===== config.mk =====
export PLATFORM = sky130hd
export DESIGN_NAME = dual_pressure_health_fallback_flat
export DESIGN_NICKNAME = d
export VERILOG_FILES = /design/src/design/dphf_pkg.sv /design/src/design/dphf_req_if.sv /design/src/design/dphf_res_if.sv /design/src/design/dual_pressure_health_fallback.sv /design/src/design/dphf_sensor.sv /design/src/flat_wrapper.sv
export SDC_FILE = /design/constraint.sdc
export NUM_CORES = 1
export LEC_CHECK = 0
export BUFFER_PORTS_ARGS = -buffer_cell sky130_fd_sc_hd__buf_2
export CAP_MARGIN = 15
export CORE_MARGIN = 1
export CORE_UTILIZATION = 55
export CTS_CLUSTER_SIZE = 12
export DETAILED_ROUTE_END_ITERATION = 12
export GPL_TIMING_DRIVEN = 0
export HOLD_SLACK_MARGIN = 0.03
export PLACE_DENSITY_LB_ADDON = 0.08
export SLEW_MARGIN = 20
export SYNTH_ARGS = -nofsm -noshare
export SYNTH_HDL_FRONTEND = slang
export SYNTH_SLANG_ARGS = --single-unit

===== constraint.sdc =====
create_clock -name clk -period 5.4 [get_ports clk]
set_input_delay 1.08 -clock clk [delete_from_list [all_inputs] [get_ports clk]]
set_output_delay 1.08 -clock clk [all_outputs]
set_load 0.01 [all_outputs]

===== src/design/dphf_pkg.sv =====
// ----------------------------------------------------------------------------
// dphf_pkg
// Shared types and constants for the dual pressure health and fallback block.
// ----------------------------------------------------------------------------
package dphf_pkg;

  localparam int PRESS_W  = 24;
  localparam int DIFF_W   = PRESS_W + 1;
  localparam int CNT_W    = 16;
  localparam int AGE_W    = 32;
  localparam int CODE_W   = 8;
  localparam int CFG_IDX_W  = 2;
  localparam int CFG_DATA_W = 16;

  // register indexes on the configuration port
  localparam logic [CFG_IDX_W-1:0] CFG_FAIL_DEBOUNCE = 2'd0;
  localparam logic [CFG_IDX_W-1:0] CFG_STALE_LIMIT   = 2'd1;
  localparam logic [CFG_IDX_W-1:0] CFG_PROBE_ENABLE  = 2'd2;

  localparam logic [CFG_DATA_W-1:0] FAIL_DEBOUNCE_RST = 16'd5;
  localparam logic [CFG_DATA_W-1:0] STALE_LIMIT_RST   = 16'd500;

  // request kinds
  localparam logic REQ_READ = 1'b0;
  localparam logic REQ_TICK = 1'b1;

  // bus probe return codes
  localparam logic [CODE_W-1:0] PROBE_OK        = 8'd0;
  localparam logic [CODE_W-1:0] PROBE_ADDR_NACK = 8'd2;
  localparam logic [CODE_W-1:0] PROBE_DATA_NACK = 8'd3;

  localparam logic [CNT_W-1:0] CNT_MAX = '1;
  localparam logic [AGE_W-1:0] AGE_MAX = '1;

  typedef enum logic [2:0] {
    ERR_OK          = 3'd0,
    ERR_ADDR_NACK   = 3'd1,
    ERR_DATA_NACK   = 3'd2,
    ERR_OTHER       = 3'd3,
    ERR_UNAVAILABLE = 3'd4
  } err_code_t;

  typedef struct packed {
    logic                req_type;
    logic                mask_read_ok;
    logic [PRESS_W-1:0]  mask_pressure;
    logic                blower_read_ok;
    logic [PRESS_W-1:0]  blower_pressure;
    logic [CODE_W-1:0]   mask_probe_code;
    logic [CODE_W-1:0]   blower_probe_code;
  } req_t;

  typedef struct packed {
    logic                     healthy;
    logic                     both_live_ok;
    logic [PRESS_W-1:0]       mask_value;
    logic                     mask_valid;
    logic [PRESS_W-1:0]       blower_value;
    logic                     blower_valid;
    logic signed [DIFF_W-1:0] pressure_diff;
    logic                     diff_valid;
    logic [CNT_W-1:0]         mask_miss_count;
    logic [CNT_W-1:0]         blower_miss_count;
    err_code_t                mask_error;
    err_code_t                blower_error;
  } res_t;

  // per-sensor tracking state
  typedef struct packed {
    logic [PRESS_W-1:0] cache;
    logic               cache_valid;
    logic               live_ok;
    logic [CNT_W-1:0]   misses;
    err_code_t          last_error;
  } sens_state_t;

  function automatic err_code_t map_probe(input logic [CODE_W-1:0] code,
                                          input logic probe_en);
    err_code_t e;
    e = ERR_OTHER;
    if (!probe_en) begin
      e = ERR_UNAVAILABLE;
    end else begin
      case (code)
        PROBE_OK:        e = ERR_OK;
        PROBE_ADDR_NACK: e = ERR_ADDR_NACK;
        PROBE_DATA_NACK: e = ERR_DATA_NACK;
        default:         e = ERR_OTHER;
      endcase
    end
    return e;
  endfunction

endpackage


===== src/design/dphf_req_if.sv =====
// ----------------------------------------------------------------------------
// dphf_req_if
// Request channel: sensor read results and millisecond ticks.
// ----------------------------------------------------------------------------
interface dphf_req_if;
  import dphf_pkg::*;

  logic valid;
  logic ready;
  req_t data;

  modport source (output valid, output data, input ready);
  modport sink   (input valid, input data, output ready);
endinterface


===== src/design/dphf_res_if.sv =====
// ----------------------------------------------------------------------------
// dphf_res_if
// Result channel: health, fallback pressures, difference and error status.
// ----------------------------------------------------------------------------
interface dphf_res_if;
  import dphf_pkg::*;

  logic valid;
  logic ready;
  res_t data;

  modport source (output valid, output data, input ready);
  modport sink   (input valid, input data, output ready);
endinterface


===== src/design/dual_pressure_health_fallback.sv =====
// ----------------------------------------------------------------------------
// dual_pressure_health_fallback
// Mask and blower pressure health monitor with per-sensor fallback values.
// ----------------------------------------------------------------------------
// Each request (a sensor read result or a one millisecond tick) gives one
// result in the next cycle from the result register; a request can be taken
// every cycle while the result side keeps up, since the whole update is one
// pass of counters, compares and a 25-bit subtract. Configuration is written
// through cfg_we/cfg_index/cfg_data, by the user only while idle (unchecked).
module dual_pressure_health_fallback (
  input  logic                              clk,
  input  logic                              rst,
  input  logic                              cfg_we,
  input  logic [dphf_pkg::CFG_IDX_W-1:0]    cfg_index,
  input  logic [dphf_pkg::CFG_DATA_W-1:0]   cfg_data,
  dphf_req_if.sink                          req,
  dphf_res_if.source                        res
);
  import dphf_pkg::*;

  logic [CNT_W-1:0]  fail_limit;
  logic [CNT_W-1:0]  stale_limit;
  logic              probe_en;

  logic [CNT_W-1:0]  bad_streak, bad_streak_next;
  logic [AGE_W-1:0]  ms_since_good, ms_since_good_next;

  logic              res_valid;
  res_t              res_data, res_data_next;

  logic              take, read_take, tick_take;
  sens_state_t       mask_next, blower_next;
  logic              both_next;
  logic [PRESS_W-1:0] mv, bv;

  assign req.ready = !res_valid || res.ready;
  assign take      = req.valid && req.ready;
  assign read_take = take && (req.data.req_type == REQ_READ);
  assign tick_take = take && (req.data.req_type == REQ_TICK);

  always_ff @(posedge clk) begin
    if (rst) begin
      fail_limit  <= FAIL_DEBOUNCE_RST;
      stale_limit <= STALE_LIMIT_RST;
      probe_en    <= 1'b1;
    end else if (cfg_we) begin
      case (cfg_index)
        CFG_FAIL_DEBOUNCE: fail_limit  <= cfg_data;
        CFG_STALE_LIMIT:   stale_limit <= cfg_data;
        CFG_PROBE_ENABLE:  probe_en    <= cfg_data[0];
        default: ;
      endcase
    end
  end

  dphf_sensor u_mask (
    .clk        (clk),
    .rst        (rst),
    .upd        (read_take),
    .read_ok    (req.data.mask_read_ok),
    .pressure   (req.data.mask_pressure),
    .probe_code (req.data.mask_probe_code),
    .probe_en   (probe_en),
    .state_next (mask_next)
  );

  dphf_sensor u_blower (
    .clk        (clk),
    .rst        (rst),
    .upd        (read_take),
    .read_ok    (req.data.blower_read_ok),
    .pressure   (req.data.blower_pressure),
    .probe_code (req.data.blower_probe_code),
    .probe_en   (probe_en),
    .state_next (blower_next)
  );

  assign both_next = mask_next.live_ok && blower_next.live_ok;

  always_comb begin
    ms_since_good_next = ms_since_good;
    bad_streak_next    = bad_streak;
    if (tick_take) begin
      if (ms_since_good != AGE_MAX) begin
        ms_since_good_next = ms_since_good + 1'b1;
      end
    end else if (read_take) begin
      if (mask_next.live_ok || blower_next.live_ok) begin
        ms_since_good_next = '0;
      end
      if (both_next) begin
        bad_streak_next = '0;
      end else if (bad_streak != CNT_MAX) begin
        bad_streak_next = bad_streak + 1'b1;
      end
    end
  end

  always_comb begin
    mv = mask_next.cache_valid ? mask_next.cache : '0;
    bv = blower_next.cache_valid ? blower_next.cache : '0;
    res_data_next.healthy = both_next ||
      ((bad_streak_next < fail_limit) &&
       (ms_since_good_next < {{(AGE_W-CNT_W){1'b0}}, stale_limit}));
    res_data_next.both_live_ok = both_next;
    res_data_next.mask_value   = mv;
    res_data_next.mask_valid   = mask_next.cache_valid;
    res_data_next.blower_value = bv;
    res_data_next.blower_valid = blower_next.cache_valid;
    res_data_next.diff_valid   = mask_next.cache_valid && blower_next.cache_valid;
    // wraps to 25 bits, zero when either side has no value
    res_data_next.pressure_diff = res_data_next.diff_valid ?
      ({1'b0, bv} - {1'b0, mv}) : '0;
    res_data_next.mask_miss_count   = mask_next.misses;
    res_data_next.blower_miss_count = blower_next.misses;
    res_data_next.mask_error        = mask_next.last_error;
    res_data_next.blower_error      = blower_next.last_error;
  end

  always_ff @(posedge clk) begin
    if (rst) begin
      bad_streak    <= '0;
      ms_since_good <= '0;
      res_valid     <= 1'b0;
    end else begin
      bad_streak    <= bad_streak_next;
      ms_since_good <= ms_since_good_next;
      if (take) begin
        res_valid <= 1'b1;
      end else if (res.ready) begin
        res_valid <= 1'b0;
      end
    end
    if (take) begin
      res_data <= res_data_next;
    end
  end

  assign res.valid = res_valid;
  assign res.data  = res_data;

  a_both_healthy: assert property (@(posedge clk) disable iff (rst)
    res_valid && res_data.both_live_ok |-> res_data.healthy)
    else $error("both sensors live but not healthy");

  a_diff_valid: assert property (@(posedge clk) disable iff (rst)
    res_valid |-> (res_data.diff_valid == (res_data.mask_valid && res_data.blower_valid)))
    else $error("difference valid does not match value valids");

  a_no_overrun: assert property (@(posedge clk) disable iff (rst)
    res_valid && !res.ready |-> !req.ready)
    else $error("request taken while result stalled");

  a_read_resets_age: assert property (@(posedge clk) disable iff (rst)
    read_take && (req.data.mask_read_ok || req.data.blower_read_ok) |=>
      ms_since_good == '0)
    else $error("good read did not clear age");
endmodule


===== src/design/dphf_sensor.sv =====
// ----------------------------------------------------------------------------
// dphf_sensor
// One sensor's cache, live flag, saturating miss counter and last error.
// ----------------------------------------------------------------------------
module dphf_sensor (
  input  logic                           clk,
  input  logic                           rst,
  input  logic                           upd,
  input  logic                           read_ok,
  input  logic [dphf_pkg::PRESS_W-1:0]   pressure,
  input  logic [dphf_pkg::CODE_W-1:0]    probe_code,
  input  logic                           probe_en,
  output dphf_pkg::sens_state_t          state_next
);
  import dphf_pkg::*;

  sens_state_t state;

  always_comb begin
    state_next = state;
    if (upd) begin
      if (read_ok) begin
        state_next.cache       = pressure;
        state_next.cache_valid = 1'b1;
        state_next.live_ok     = 1'b1;
        state_next.misses      = '0;
        state_next.last_error  = ERR_OK;
      end else begin
        state_next.live_ok    = 1'b0;
        state_next.last_error = map_probe(probe_code, probe_en);
        if (state.misses != CNT_MAX) begin
          state_next.misses = state.misses + 1'b1;
        end
      end
    end
  end

  always_ff @(posedge clk) begin
    if (rst) begin
      state.cache_valid <= 1'b0;
      state.live_ok     <= 1'b0;
      state.misses      <= '0;
      state.last_error  <= ERR_OK;
    end else begin
      state.cache_valid <= state_next.cache_valid;
      state.live_ok     <= state_next.live_ok;
      state.misses      <= state_next.misses;
      state.last_error  <= state_next.last_error;
    end
    state.cache <= state_next.cache;
  end

  a_live_clears: assert property (@(posedge clk) disable iff (rst)
    state.live_ok |-> (state.misses == '0 && state.last_error == ERR_OK))
    else $error("live sensor with pending misses or error");

  a_live_fills_cache: assert property (@(posedge clk) disable iff (rst)
    state.live_ok |-> state.cache_valid)
    else $error("live sensor without cached value");

  a_miss_count: assert property (@(posedge clk) disable iff (rst)
    upd && !read_ok && $past(!rst) |=> (state.misses != '0 && !state.live_ok))
    else $error("failed read did not count a miss");
endmodule

===== src/flat_wrapper.sv =====
// flat-port wrapper written by rule: the top's interface ports become plain ports
module dual_pressure_health_fallback_flat import dphf_pkg::*;
  (clk, rst, cfg_we, cfg_index, cfg_data, req_valid, req_data, req_ready, res_valid, res_data, res_ready);
  dphf_req_if req_i ();
  dphf_res_if res_i ();
  input  logic clk;
  input  logic rst;
  input  logic cfg_we;
  input  logic [dphf_pkg::CFG_IDX_W-1:0] cfg_index;
  input  logic [dphf_pkg::CFG_DATA_W-1:0] cfg_data;
  input wire logic [$bits(req_i.valid)-1:0] req_valid;
  input wire logic [$bits(req_i.data)-1:0] req_data;
  output wire logic [$bits(req_i.ready)-1:0] req_ready;
  output wire logic [$bits(res_i.valid)-1:0] res_valid;
  output wire logic [$bits(res_i.data)-1:0] res_data;
  input wire logic [$bits(res_i.ready)-1:0] res_ready;
  assign req_i.valid = req_valid;
  assign req_i.data = req_data;
  assign req_ready = req_i.ready;
  assign res_valid = res_i.valid;
  assign res_data = res_i.data;
  assign res_i.ready = res_ready;
  dual_pressure_health_fallback u_core (.clk(clk), .rst(rst), .cfg_we(cfg_we), .cfg_index(cfg_index), .cfg_data(cfg_data), .req(req_i), .res(res_i));
endmodule

Word-level counts from Yosys, hierarchy flattened. Cells that the tools add are included.

Register bits: 288. Input bits: 90. Output and inout bits: 118.

$add $sub $neg: 5. $lt $le $gt $ge: 2. Equal/unequal tests: 10. Muxes and demuxes: 24. Bitwise gates (word level): 1. Reduce and logical (&&, ||, !) cells: 17.

Operators by type and width (count): 32-bit two-way mux (4); 16-bit two-way mux (6); 45-bit two-way mux (2); 25-bit two-way mux (2); 16-bit by 1-bit adder with 16-bit output, second input constant (3); 24-bit two-way mux (2); 16-bit != test, second input constant (3); 20-bit two-way mux (2); 32-bit by 1-bit adder with 32-bit output, second input constant (1); 8-bit by 2-bit equality test with 1-bit output, second input constant (4); 32-bit by 16-bit < comparator with 1-bit output (1); 32-bit != test, second input constant (1); 24-bit by 24-bit subtractor with 25-bit output (1); 8-bit zero test (2); 16-bit < comparator (1); 2-bit one-hot mux with 3 select lines (2); 1-bit logical AND (6); 3-bit two-way mux (2); 2-bit AND reduction (3); 1-bit logical OR (3); 2-bit by 1-bit equality test with 1-bit output, second input constant (1); 2-bit equality test, second input constant (1); 2-bit zero test (1); 1-bit two-way mux (2); 3 further kinds (3).

Logic depth before layout (Yosys ltp).
Depth in word-level cells: 12. Depth in mapped cells: 18. Mapped depth without buffers: 17.

Hierarchy. Synthesis repeated with hierarchy kept, for this count alone.

Cells, all modules: 1476. Area total of the unflattened synthesis: 13740.7 um^2.

Modules (own cells, without submodules): dual_pressure_health_fallback (instances 1, cells each 960, area an instance 9686.8 um^2); dphf_sensor at u_core.u_mask (instances 1, cells each 262, area an instance 2067.0 um^2); dphf_sensor at u_core.u_blower (instances 1, cells each 254, area an instance 1986.9 um^2).

Least setup slack after synthesis. OpenSTA, ideal clock, no wires.

Kind: input -> register. Start point: in res_ready. End point: reg, netlist name u_core.res.data[115]. Arrival: 4764 ps. Setup slack: 491 ps. Cell stages on the path: 16. Path buffers: 1. Cells stage by stage: nand2b_1 -> buf_2 -> nand3_1 -> a31oi_1 -> or4b_2 -> o211ai_1 -> o31ai_1 -> ha_1 -> o21ai_0 -> nor2_1 -> a2111oi_0 -> o2111ai_1 -> or4_1 -> a311oi_1 -> nand4_1 -> o21ai_1.

RTL lines: start: declaration (RTL line flat_wrapper.sv:16) `input wire logic [$bits(res_i.ready)-1:0] res_ready;`.

==> summary.md <==
| Metric | Value |
|---|---|
| Hold EP | `u_core.u_blower.state[43]` |
| Residual DRC count | `0` |
| Fmax | `roughly 190 MHz` |
| Die extent in x | `157.6 um` |
| Most frequent cells in the layout | `nand2_1 (230), buf_2 (211), dfxtp_1 (172), nor2_1 (118), edfxtp_1 (116)` |
| Crit start category | `primary input` |
| Final Instance Count excl. Fillers | `roughly 2000` |
| Netlist cell types | `a little under 70` |
| R2r setup slk | `~0.36 ns` |
| Area of the mapped netlist | `around 0.013 mm2` |
| CTS Buffer Depth | `3` |
| WHS | `0.4475 ns` |
| Max transition margin | `47.72%` |
| Layout Nets | `~1800` |
| CTS Hold Bufs | `0` |
| Starting density of the core | `56.36%` |
| Total Power | `about 5.1 mW` |
| Avg Cell Area, Syn | `approximately 9.5 um2` |
| Share of cells above drive strength 1 | `between 10% and 20%` |
| Synth Flop Type | `dfxtp_1` |
| Ys Warns | `0` |
| Dpl cells | `approximately 1900` |
| Fin util | `approximately two thirds` |
| Power Density | `between 300 and 400 mW/mm2` |
| Maximum VDD drop | `about 0.24 mV` |
| Outcome | `finished clean` |
| Fillers | `1955` |
| Post-DR wirelength/cell | `about 16 um` |
| Largest net degree at the start of global routing | `50` |
| Data required time of the critical path | `~5.8 ns` |
| CTS tree | `built` |
| Top cells by area, synth | `edfxtp_1 (26%), dfxtp_1 (26%), nand2_1 (6.5%)` |
| Clk root buf | `clkbuf_16` |
| Input/output buffers | `205` |
| Dpl cell area | `0.01478 mm2` |
| Reg2reg end | `u_core.res.data[115]` |
| Finish-stage setup viols | `0` |
| Drt first pass iters | `5` |
| Seq/Total Area, Yosys | `52.05%` |
| Fin Clk Skew | `approximately 0.0094 ns` |
| TritonCTS Sinks | `288` |
| Cell area after layout | `~0.016 mm2` |
| Min cycle time layout | `roughly 5.1 ns` |
| Number of synthesized flops with an enable pin | `about 120` |
| I/O Pins | `~210` |
| Crit path DAT | `5.51 ns` |
| Die H | `around 160 um` |
| Post-synth net total | `1556` |
| CP max FO | `10` |
| Core Region | `approximately 0.024 mm2` |
| RSZ-0062 raised after global routing | `false` |
| Core Rows | `56` |
| Maxcap violations | `0` |
| Most common cell after layout, fill and taps aside | `nand2_1` |
| Via Count | `10710` |
| Synth top area share | `approximately a quarter` |
| Hold Crit Class | `reg -> reg` |
| Final Hold Fails | `0` |
| Initial detailed-routing violation count | `between 800 and 900` |
| Cell accounting for the most synthesized area | `edfxtp_1` |
| First-pass GRT wire length | `just under 50000 um` |
| Slew Limit Fails | `0` |
| DR vias/cell | `5.380` |
| H-Tree Depth | `1` |
| Skew-Pair Late Insertion Delay | `about 0.54 ns` |
| CP Capture Type | `flop` |
| Detail Route Antenna Nets | `0` |
| CP Class | `in -> reg` |
| Clock-pin slew on the worst setup and hold paths | `0.06 ns` |
| Layout area overhead | `18.56%` |
| GRT overflow | `0` |
| Final WL | `approximately 32000 um` |
| Die area | `~0.025 mm2` |
| Final period utilization | `a little over nine tenths` |
| Hold Path Cell Cnt | `2` |
| Number of global-route vias before repair | `about 9700` |
| RePlAce Congestion | `about 0.84` |
| Initial antenna violation count | `1` |
| HP Start | `u_core.u_blower.state[43]` |
| Synth Register Bits | `~290` |
| Worst Reg-to-Reg Cells | `17` |
| Ys async rst share | `0%` |
| Post-DP HPWL | `~24000 um` |
| Leak | `approximately 7 nW` |
| Post-Synthesis Cells | `between 1000 and 1500` |
| Slew @ Worst Pin | `around 0.8 ns` |
| R2R Path Start | `u_core.ms_since_good[24]` |
| Gr usage total | `roughly a quarter` |
| CTS buffer count | `30` |
## critical path, stage by stage
cell and delay (ns):
buf_2 0.07, nand2b_1 0.08, buf_2 0.21, nand3_2 0.23, a31oi_4 0.35, or4b_2 0.67
o31ai_1 0.34, ha_1 0.32, o21ai_0 0.14, nor2_1 0.08, a2111oi_1 0.46, o2111ai_1 0.25
or4_1 0.57, a311oi_1 0.31, nand4_1 0.12, o21ai_1 0.22
## per-stage QoR
step / setup TNS (ns) / setup WS, ns
finish: 0 / 0.2590
global route: 0 / 0.005590
CTS: 0 / 0.01859
detailed placement: -4.815 / -0.7914
global placement: -65.87 / -0.8330
floorplan: 0 / 0.4911
## worst max path at each step
stage                 start  depth (start not counted)  slack [ns]                   end
2_1_floorplan     res_ready                         16        0.49  u_core.res.data[115]
3_3_place_gp      res_ready                         16       -0.83  u_core.res.data[115]
3_5_place_dp      res_ready                         16       -0.79  u_core.res.data[115]
4_1_cts        req_data[65]                         17        0.02   u_core.res.data[61]
5_1_grt           res_ready                         16       0.006  u_core.res.data[115]
6_report          res_ready                         16        0.26  u_core.res.data[115]
## repair_timing
action                                  in CTS  in global routing
gates resized for setup                      7                 22
pin swaps                                    1                  0
endpoints found under the setup margin       5                  8
setup buffers                                1                  0
## registers in the layout, indices dropped and copies added (netlist names)
signal / flops
u_core.bad_streak: 16
u_core.fail_limit: 16
u_core.ms_since_good: 32
u_core.probe_en: 1
u_core.res.data: 116
u_core.res.valid: 1
u_core.stale_limit: 16
u_core.u_blower.state: 45
u_core.u_mask.state: 45
## synth_stat cells (all sizes together) (41+ instances only)
library cell and n:
nor2 118, nor2b 44, nor3 54, nand2 230, nand3 41, a21oi 85, mux2i 42, edfxtp 116
dfxtp 172, ha 58, clkbuf 46, inv 101
## report_power, final
group          switching (mW)  total [mW]  internal, mW
sequential             0.0419        2.46          2.42
combinational           0.435       0.701         0.267
clock                   0.811        1.97          1.16
total                    1.29        5.13          3.84
## area by class of cell
| type | instances | area (um2) | share of cell area, % |
|---|---|---|---|
| timing repair buffer | 208 | 1081 | 6.852 |
| inverter | 102 | 382.9 | 2.427 |
| clock buffer | 50 | 888.4 | 5.630 |
| buffer | 55 | 225.2 | 1.427 |
| tap | 319 | 399.1 | 2.530 |
| sequential | 288 | 6927 | 43.90 |
| antenna | 2 | 5.005 | 0.03172 |
| clock inverter | 6 | 51.30 | 0.3251 |
| multi-input combinational | 961 | 5818 | 36.88 |
## kinds of logic after synthesis
| kind of cell | share of synthesized area [%] |
|---|---|
| and+or+nand+nor | 20.99 |
| DFF | 52.05 |
| buffers and inverters | 4.494 |
| AOI/OAI and AO/OA | 10.01 |
| adders and majority gates | 5.604 |
| muxes | 3.498 |
| xor gates and xnor gates | 3.357 |
## metal layers
metal	global-route usage [%]	up-vias	wire, um	share of wire (%)
met3	3.469	37	1839	5.8
li1	-	5372	-	-
met5	0	-	0	0
met2	40.54	324	14390	45
met4	6.796	0	563	1.8
met1	35.97	4978	15040	47
(Power assumes the default switching activity.)
